==> src/sv/gait_event_detector_defines.svh <==
// assertion macros for the gait event detector
// each macro expects clk and arst_n in scope
`ifndef GAIT_EVENT_DETECTOR_DEFINES_SVH
`define GAIT_EVENT_DETECTOR_DEFINES_SVH

`ifndef SYNTHESIS

// property must hold on every rising clock edge out of reset
`define GED_ASSERT(lbl, prop) \
	lbl: assert property (@(posedge clk) disable iff (!arst_n) (prop)) \
		else $error("gait_event_detector check failed");

// condition must never be seen on a rising clock edge out of reset
`define GED_NEVER(lbl, cond) \
	lbl: assert property (@(posedge clk) disable iff (!arst_n) !(cond)) \
		else $error("gait_event_detector illegal condition");

`else

`define GED_ASSERT(lbl, prop)
`define GED_NEVER(lbl, cond)

`endif

`endif

==> src/sv/ged_pkg.sv <==
package ged_pkg;

	// field widths
	localparam int STAMP_W    = 32;
	localparam int LOAD_W     = 16;
	localparam int TIME_W     = 33;
	localparam int DUR_W      = 34;
	localparam int IN_DATA_W  = 64;
	localparam int OUT_DATA_W = 144;

	// default window depth
	localparam int WINDOW_DEFAULT = 8;

	// leg phase codes kept in the windows
	localparam logic [1:0] PH_INVALID = 2'd0;
	localparam logic [1:0] PH_SWING   = 2'd1;
	localparam logic [1:0] PH_STANCE  = 2'd2;

	// leading leg codes
	localparam logic [1:0] LEG_INVALID = 2'd0;
	localparam logic [1:0] LEG_RIGHT   = 2'd1;
	localparam logic [1:0] LEG_LEFT    = 2'd2;

	// gait phase codes
	localparam logic [1:0] GAIT_INVALID     = 2'd0;
	localparam logic [1:0] GAIT_DOUBLE      = 2'd1;
	localparam logic [1:0] GAIT_LEFT_SWING  = 2'd2;
	localparam logic [1:0] GAIT_RIGHT_SWING = 2'd3;

	// events detected on one leg for the current sample
	typedef struct packed {
		logic heel_strike;
		logic toe_off;
	} leg_evt_t;

endpackage

==> src/sv/ged_leg_window.sv <==
module ged_leg_window
	import ged_pkg::*;
#(
	parameter int WINDOW = WINDOW_DEFAULT
) (
	input  logic     clk,
	input  logic     arst_n,
	input  logic     shift_en,
	input  logic     stance,
	output leg_evt_t evt
);

	logic [1:0] win_q [WINDOW];
	logic [1:0] new_ph;

	assign new_ph = stance ? PH_STANCE : PH_SWING;

	// shift window, oldest entry at index 0
	always_ff @(posedge clk or negedge arst_n) begin
		if (!arst_n) begin
			for (int i = 0; i < WINDOW; i++) begin
				win_q[i] <= PH_INVALID;
			end
		end else if (shift_en) begin
			for (int i = 0; i < WINDOW - 1; i++) begin
				win_q[i] <= win_q[i + 1];
			end
			win_q[WINDOW - 1] <= new_ph;
		end
	end

	// edge detect on the window as it stands after this sample is pushed
	always_comb begin
		logic all_swing;
		logic all_stance;
		all_swing  = 1'b1;
		all_stance = 1'b1;
		for (int i = 1; i < WINDOW; i++) begin
			if (win_q[i] != PH_SWING) all_swing = 1'b0;
			if (win_q[i] != PH_STANCE) all_stance = 1'b0;
		end
		evt.heel_strike = all_swing && stance;
		evt.toe_off     = all_stance && !stance;
	end

endmodule

==> src/sv/gait_event_detector.sv <==
// gait event detector
// slave channel s_*: one request per load sample, tdata holds time stamp,
// right load and left load; a load above zero counts as stance.
// master channel m_*: one result per sample with gait phase, leading leg,
// latest heel strike and toe off times, double and single support
// durations and the ready flag.
// a taken request is held in the input register and worked on there; its
// result is loaded into the result register once that is empty or being
// read. throughput is one sample per cycle while the receiver keeps up, set
// by the single compute stage between the input register and the result
// register.
// when the receiver stalls, the result holds and the input register
// still takes one more request; s_tready falls once both are full.
// reset empties both stages, clears the phase windows to invalid, sets
// all event times and durations to -1 and the leading leg to invalid.
`include "gait_event_detector_defines.svh"

module gait_event_detector
	import ged_pkg::*;
#(
	parameter int WINDOW = WINDOW_DEFAULT
) (
	input  logic                  clk,
	input  logic                  arst_n,
	input  logic                  s_tvalid,
	output logic                  s_tready,
	// time_stamp[31:0], right_load[47:32], left_load[63:48]
	input  logic [IN_DATA_W-1:0]  s_tdata,
	output logic                  m_tvalid,
	input  logic                  m_tready,
	// gait_phase[1:0], leading_leg[3:2], heel_strike_time[36:4],
	// toe_off_time[69:37], double_support_duration[103:70],
	// single_support_duration[137:104], ready_res[138], zero fill above
	output logic [OUT_DATA_W-1:0] m_tdata
);

	// input stage
	logic                     v_s1;
	logic [STAMP_W-1:0]       stamp_s1;
	logic signed [LOAD_W-1:0] right_s1;
	logic signed [LOAD_W-1:0] left_s1;
	logic                     adv;

	// state
	logic [1:0]               lead_q;
	logic signed [TIME_W-1:0] r_heel_q, l_heel_q, r_toe_q, l_toe_q;
	logic signed [DUR_W-1:0]  ds_q, ss_q;

	// next state
	logic [1:0]               lead_n, phase_n;
	logic signed [TIME_W-1:0] r_heel_n, l_heel_n, r_toe_n, l_toe_n, t_ext;
	logic signed [TIME_W-1:0] hs_max, to_max;
	logic signed [DUR_W-1:0]  ds_n, ss_n;
	logic                     r_stance, l_stance, ready_n;
	leg_evt_t                 r_evt, l_evt;

	// handshake between the stages
	assign adv      = v_s1 && (!m_tvalid || m_tready);
	assign s_tready = !v_s1 || adv;

	// input register
	always_ff @(posedge clk or negedge arst_n) begin
		if (!arst_n) begin
			v_s1 <= 1'b0;
		end else if (s_tready) begin
			v_s1 <= s_tvalid;
		end
	end

	always_ff @(posedge clk) begin
		if (s_tvalid && s_tready) begin
			stamp_s1 <= s_tdata[STAMP_W-1:0];
			right_s1 <= s_tdata[STAMP_W+LOAD_W-1:STAMP_W];
			left_s1  <= s_tdata[STAMP_W+2*LOAD_W-1:STAMP_W+LOAD_W];
		end
	end

	// stance classification
	assign r_stance = right_s1 > $signed(LOAD_W'(0));
	assign l_stance = left_s1 > $signed(LOAD_W'(0));

	ged_leg_window #(.WINDOW(WINDOW)) u_right_win (
		.clk      (clk),
		.arst_n   (arst_n),
		.shift_en (adv),
		.stance   (r_stance),
		.evt      (r_evt)
	);

	ged_leg_window #(.WINDOW(WINDOW)) u_left_win (
		.clk      (clk),
		.arst_n   (arst_n),
		.shift_en (adv),
		.stance   (l_stance),
		.evt      (l_evt)
	);

	// event times and leading leg
	always_comb begin
		t_ext    = $signed({1'b0, stamp_s1});
		r_heel_n = r_evt.heel_strike ? t_ext : r_heel_q;
		l_heel_n = l_evt.heel_strike ? t_ext : l_heel_q;
		r_toe_n  = r_evt.toe_off ? t_ext : r_toe_q;
		l_toe_n  = l_evt.toe_off ? t_ext : l_toe_q;
		if (r_evt.heel_strike) begin
			lead_n = LEG_RIGHT;
		end else if (l_evt.heel_strike) begin
			lead_n = LEG_LEFT;
		end else begin
			lead_n = lead_q;
		end
	end

	// support durations, -1 compares as an ordinary number
	always_comb begin
		ds_n = ds_q;
		ss_n = ss_q;
		if (l_toe_n > r_heel_n && lead_n == LEG_RIGHT) begin
			ds_n = DUR_W'(l_toe_n) - DUR_W'(r_heel_n);
		end
		if (r_toe_n > l_heel_n && lead_n == LEG_LEFT) begin
			ds_n = DUR_W'(r_toe_n) - DUR_W'(l_heel_n);
		end
		if (l_heel_n > l_toe_n && lead_n == LEG_LEFT) begin
			ss_n = DUR_W'(l_heel_n) - DUR_W'(l_toe_n);
		end
		if (r_heel_n > r_toe_n && lead_n == LEG_RIGHT) begin
			ss_n = DUR_W'(r_heel_n) - DUR_W'(r_toe_n);
		end
	end

	// gait phase, ready flag and latest event times
	always_comb begin
		if (r_stance && l_stance) begin
			phase_n = GAIT_DOUBLE;
		end else if (r_stance) begin
			phase_n = GAIT_LEFT_SWING;
		end else if (l_stance) begin
			phase_n = GAIT_RIGHT_SWING;
		end else begin
			phase_n = GAIT_INVALID;
		end
		ready_n = !r_heel_n[TIME_W-1] && !r_toe_n[TIME_W-1] &&
			!l_heel_n[TIME_W-1] && !l_toe_n[TIME_W-1] &&
			!ds_n[DUR_W-1] && !ss_n[DUR_W-1] &&
			lead_n != LEG_INVALID && phase_n != GAIT_INVALID;
		hs_max = (r_heel_n > l_heel_n) ? r_heel_n : l_heel_n;
		to_max = (r_toe_n > l_toe_n) ? r_toe_n : l_toe_n;
	end

	// state update
	always_ff @(posedge clk or negedge arst_n) begin
		if (!arst_n) begin
			lead_q   <= LEG_INVALID;
			r_heel_q <= '1;
			l_heel_q <= '1;
			r_toe_q  <= '1;
			l_toe_q  <= '1;
			ds_q     <= '1;
			ss_q     <= '1;
		end else if (adv) begin
			lead_q   <= lead_n;
			r_heel_q <= r_heel_n;
			l_heel_q <= l_heel_n;
			r_toe_q  <= r_toe_n;
			l_toe_q  <= l_toe_n;
			ds_q     <= ds_n;
			ss_q     <= ss_n;
		end
	end

	// result register
	always_ff @(posedge clk or negedge arst_n) begin
		if (!arst_n) begin
			m_tvalid <= 1'b0;
		end else if (adv) begin
			m_tvalid <= 1'b1;
		end else if (m_tready) begin
			m_tvalid <= 1'b0;
		end
	end

	always_ff @(posedge clk) begin
		if (adv) begin
			m_tdata <= {5'd0, ready_n, ss_n, ds_n, to_max, hs_max, lead_n, phase_n};
		end
	end

	// checks
	`GED_ASSERT(a_full_when_blocked, !s_tready |-> (v_s1 && m_tvalid))
	`GED_ASSERT(a_lead_sticks, lead_q != LEG_INVALID |=> lead_q != LEG_INVALID)
	`GED_NEVER(a_dur_without_lead, (!ds_q[DUR_W-1] || !ss_q[DUR_W-1]) && lead_q == LEG_INVALID)
	`GED_ASSERT(a_ready_fields, (m_tvalid && m_tdata[138]) |-> (m_tdata[3:2] != LEG_INVALID && m_tdata[1:0] != GAIT_INVALID))

endmodule

==> config.mk <==
export PLATFORM = sky130hd
export DESIGN_NAME = gait_event_detector
export DESIGN_NICKNAME = d
export VERILOG_FILES = /design/src/sv/ged_pkg.sv /design/src/sv/ged_leg_window.sv /design/src/sv/gait_event_detector.sv
export VERILOG_INCLUDE_DIRS = /design/src /design/src/sv
export SDC_FILE = /design/constraint.sdc
export NUM_CORES = 1
export LEC_CHECK = 0
export BUFFER_PORTS_ARGS = -buffer_cell sky130_fd_sc_hd__clkbuf_2
export CORE_MARGIN = 4
export CORE_UTILIZATION = 43
export DETAILED_ROUTE_END_ITERATION = 12
export GPL_ROUTABILITY_DRIVEN = 1
export PLACE_DENSITY = 0.69
export SETUP_SLACK_MARGIN = 0.4
export SLEW_MARGIN = 0
export SYNTH_ARGS = -nofsm -noshare
export SYNTH_HDL_FRONTEND = slang
export SYNTH_SLANG_ARGS = --single-unit
==> constraint.sdc <==
create_clock -name clk -period 10.2 [get_ports clk]
set_input_delay 0.51 -clock clk [delete_from_list [all_inputs] [get_ports clk]]
set_output_delay 0.51 -clock clk [all_outputs]
set_load 0.005 [all_outputs]
==> run summary <==
During placement, the flow inserted port buffers numbering around 210. The last weighted congestion value of the routability-driven placer is ~1.0. Static timing analysis puts the maximum clock frequency at approximately 150 MHz. The instance count of the mapped netlist is roughly 2,800. Counting tap cells, the placed design contains a total of around 3,800 instances.

The maximum buffer depth of the clock tree is 3. The number of vias per cell after detailed routing came out at about 6. The number of filler instances in the final layout is slightly above 6,000. The library cell occupying the most area in the post-synthesis netlist is sky130_fd_sc_hd__edfxtp_1. The actual transition at the worst max-transition pin is around 1.2 ns. The fraction of post-synthesis cell area in the top cell type by area came out at 0.211. The die is about 270 µm tall. The critical path in this run is classified as flop to flop. The cell area after synthesis is just under 30,000 µm². In the final routed layout, each cell accounts on average for about 24 µm. The startpoint kind of the worst setup timing path is a flop. The synthesis-to-finish area growth came out at 12.3%. The initial antenna violation count is 0.

Clock tree synthesis found a total of about 440 sinks. The most used flip-flop cell after synthesis is sky130_fd_sc_hd__edfxtp_1. The cell chosen for the clock root is sky130_fd_sc_hd__clkbuf_16. The largest fanout on the critical path came out at between 40 and 50. The area occupied by multi-input gates is 15,500 µm². The fraction of final layout cells with drive strength greater than 1 is 0.254.

The critical register-to-register path startpoint is right_s1[0]$_DFFE_PP_. The number of setup violations in the final report came out at 0. The synthesized design contains ~200 enable-type register cells.

The worst hold path belongs to the class primary input to flop. By count the netlist is led by 235 x sky130_fd_sc_hd__nand2_1, 233 x sky130_fd_sc_hd__mux2i_1, 203 x sky130_fd_sc_hd__edfxtp_1. The final global-route overflow total came out at 0.

Counting instances, the worst hold path has a depth of 1. The starting utilization of the core area is 0.436. The global-route wire length before repair is between 100,000 and 150,000 µm. STA classifies the critical path endpoint as a flop.

The sequential cell area in the final layout came out at 12,200 µm². The Yosys step of the flow raised 0 warnings. The number of distinct library cell variants in the gate-level netlist after synthesis is approximately 110.

The worst IR drop on VDD came out at 0.000120 V. After routing, the total negative slack on setup checks comes to 0 ns. The H-tree was split into 2 levels. The synthesized area divided by synthesized cell count came out at between 10 and 15 µm².

The share of synthesized registers carrying an async set or reset came out at 0.533. In the post-synthesis netlist, the cell with the most instances is sky130_fd_sc_hd__nand2_1. The headroom to the max-slew limit came out at 0.224. The clock tree from TritonCTS is yes.

In the global route stage, overall resource usage came out at 0.259. Summing all placed instances gives a cell area of 30,900 µm². Detailed placement ended at an HPWL of ~73,000 µm.

The clock-pin transition on the worst setup and hold timing paths came out at roughly 0.060 ns. The max-slew violation count was 0. The final antenna diode count is 0. The total iterations of the first detailed-routing run came out at 6. The detailed router's first-iteration violation count is 2,622. The total of cells resized after clock tree synthesis came out at 0.

The power density relative to cell area came out at ~130 nW/µm². Setup repair after global routing left no endpoint under its margin. The number of register bits inferred by synthesis is 435. Yosys attributes the largest share of cell area to sky130_fd_sc_hd__edfxtp_1 21%, sky130_fd_sc_hd__dfstp_2 18%, sky130_fd_sc_hd__ha_1 8.3%, sky130_fd_sc_hd__mux2i_1 8.1%, sky130_fd_sc_hd__mux2_2 6.5%. The final cell count without fillers came out at 3,855. The post-layout net count came out at around 3,200.

For this run, design rule violations remaining after detail routing come to 0. The initialized floorplan defines 94 standard-cell rows. The finished layout cell area is 32,400 µm². The final cell utilization of the core came out at 0.489.

The pin count of the biggest net entering global routing is 141. The total die area is 71,400 µm². The detailed-route via count is between 20,000 and 25,000. The sequential fraction of the synthesis area is 0.421. For this design the static power due to leakage is roughly 16 nW.

Across the run, the number of max-cap violations was 0. In the finished design, the share of the clock period the worst path needs comes to 0.675. The number of buffers added to fix hold violations after cts is 1. Across the routed clock network, the largest skew measured is roughly 0.023 ns. The number of global-route vias before repair is around 22,000. Buffers added to address setup during post-CTS repair amount to 0. After floorplanning, the core was sized to cover 66,200 µm². The total length of routed wires came out at 94,400 µm. The die width is about 270 µm.

The cell count of the worst reg-to-reg path came out at 21. In this run the remaining antenna-violating nets after routing total 0. 214 I/O pins were placed. The data arrival time at the worst-slack endpoint is 7.19 ns. The number of buffers added by the clock tree synthesis step is 48. The most critical setup path has its startpoint at right_s1[0]$_DFFE_PP_. For the finished layout, the period the worst path requires is a little under 7 ns. Data on the critical path is required at its endpoint by roughly 11 ns. The final count of hold timing violations is 0. The flow ran to the end, and the final reports show no timing, DRC or antenna violations. For the worst-skew pair, the clock arrives at the later sink with an insertion delay of 0.61 ns. The start point of the worst min-delay path is s_tdata[14].
==> stage by stage <==
step                      hold slack, ns  setup slack [ns]  power, mW
final                             0.0825              3.31       4.18
after global routing              0.0546              3.04       4.35
after CTS                         0.0494              3.58       4.22
after detailed placement           0.470              3.63       2.49
after global placement             0.457              3.67       2.48
after floorplan                    0.214              4.13       2.33
==> report_power, final <==
part	internal, mW	switching (mW)
Sequential	2.02	0.0899
Combinational	0.147	0.208
Clock	0.962	0.760
==> sequential cells by signal, summed over array words and instances, names as in the netlist <==
| register | count |
|---|---|
| right_s1 | 16 |
| ss_q | 34 |
| left_s1 | 16 |
| r_toe_q | 33 |
| lead_q | 2 |
| v_s1 | 1 |
| l_heel_q | 33 |
| u_right_win.win_q | 14 |
| ds_q | 34 |
| u_left_win.win_q | 14 |
| r_heel_q | 33 |
| m_tvalid | 1 |
| m_tdata | 139 |
| l_toe_q | 33 |
| stamp_s1 | 32 |
==> critical path, cell delays in order (launching register included) <==
cell	delay, ns
sky130_fd_sc_hd__edfxtp_1	0.37
sky130_fd_sc_hd__nor4_1	0.49
sky130_fd_sc_hd__a41oi_2	0.55
sky130_fd_sc_hd__inv_2	0.37
sky130_fd_sc_hd__nand2_1	0.09
sky130_fd_sc_hd__buf_4	0.27
sky130_fd_sc_hd__mux2i_1	0.67
sky130_fd_sc_hd__inv_1	0.29
sky130_fd_sc_hd__fa_1	0.51
sky130_fd_sc_hd__inv_1	0.09
sky130_fd_sc_hd__a21o_1	0.14
sky130_fd_sc_hd__nor2_1	0.05
sky130_fd_sc_hd__a2111oi_0	0.45
sky130_fd_sc_hd__a211o_1	0.34
sky130_fd_sc_hd__a21oi_1	0.21
sky130_fd_sc_hd__nor2_1	0.22
sky130_fd_sc_hd__o21ai_2	0.15
sky130_fd_sc_hd__o211ai_2	0.33
sky130_fd_sc_hd__nand2_2	0.08
sky130_fd_sc_hd__buf_4	0.36
sky130_fd_sc_hd__mux2i_1	0.42
sky130_fd_sc_hd__nor3_1	0.12
==> path summary, 6_finish.rpt <==
kind | end | slack, ns
max reg2reg | m_tdata[138]$_DFFE_PP_ | 3.31
max in group asynchronous | lead_q[0]$_DFFE_PN0P_ | 8.20
min reg2reg | ss_q[20]$_DFFE_PN1P_ | 0.48
min in group asynchronous | v_s1$_DFFE_PN0N_ | 0.54
min | stamp_s1[14]$_DFFE_PP_ | 0.08
max | m_tdata[138]$_DFFE_PP_ | 3.31
==> final cells by class <==
cell class,count,area share
Tap cell,864,0.0334
Clock inverter,22,0.00548
Inverter,181,0.0212
Clock buffer,67,0.0418
Multi-Input combinational cell,2028,0.479
Sequential cell,435,0.375
Timing Repair Buffer,258,0.0445
==> cell usage in the layout, fill, tap and decap left out, types with 31 or more instances in the layout <==
| cell | instances |
|---|---|
| sky130_fd_sc_hd__nand3_1 | 42 |
| sky130_fd_sc_hd__ha_1 | 191 |
| sky130_fd_sc_hd__nor2_1 | 100 |
| sky130_fd_sc_hd__a21o_1 | 120 |
| sky130_fd_sc_hd__nor3_1 | 38 |
| sky130_fd_sc_hd__nand2_1 | 233 |
| sky130_fd_sc_hd__a21oi_1 | 181 |
| sky130_fd_sc_hd__inv_1 | 177 |
| sky130_fd_sc_hd__o21ai_0 | 101 |
| sky130_fd_sc_hd__edfxtp_1 | 203 |
| sky130_fd_sc_hd__a31oi_1 | 31 |
| sky130_fd_sc_hd__mux2i_1 | 233 |
| sky130_fd_sc_hd__clkbuf_16 | 50 |
| sky130_fd_sc_hd__dfstp_2 | 200 |
| sky130_fd_sc_hd__clkbuf_2 | 207 |
| sky130_fd_sc_hd__mux2_2 | 167 |
| sky130_fd_sc_hd__xor2_1 | 48 |
| sky130_fd_sc_hd__nand4_1 | 54 |
| sky130_fd_sc_hd__xnor2_1 | 76 |
| sky130_fd_sc_hd__nor2b_1 | 32 |
| sky130_fd_sc_hd__dfrtp_1 | 32 |
| sky130_fd_sc_hd__buf_4 | 48 |
==> routing by layer <==
layer	vias up	wire, µm	GRT usage
li1	10500	-	-
met1	11300	44500	0.406
met2	1087	38800	0.367
met3	124	8750	0.0468
met4	0	2390	0.0630
met5	-	0	0
==> kinds of logic (layout without fill, tap and decap cells) <==
logic type	count (synthesis)	after routing	synth area share
compound gates	653	653	0.149
buf+inv	311	528	0.0444
flops	435	435	0.421
other cells	1	5	0.000130
mux	401	401	0.146
xor+xnor	124	124	0.0376
simple gates	646	646	0.114
fa+ha+maj	199	199	0.0870
Note: power is estimated with default switching activity, not from simulation.
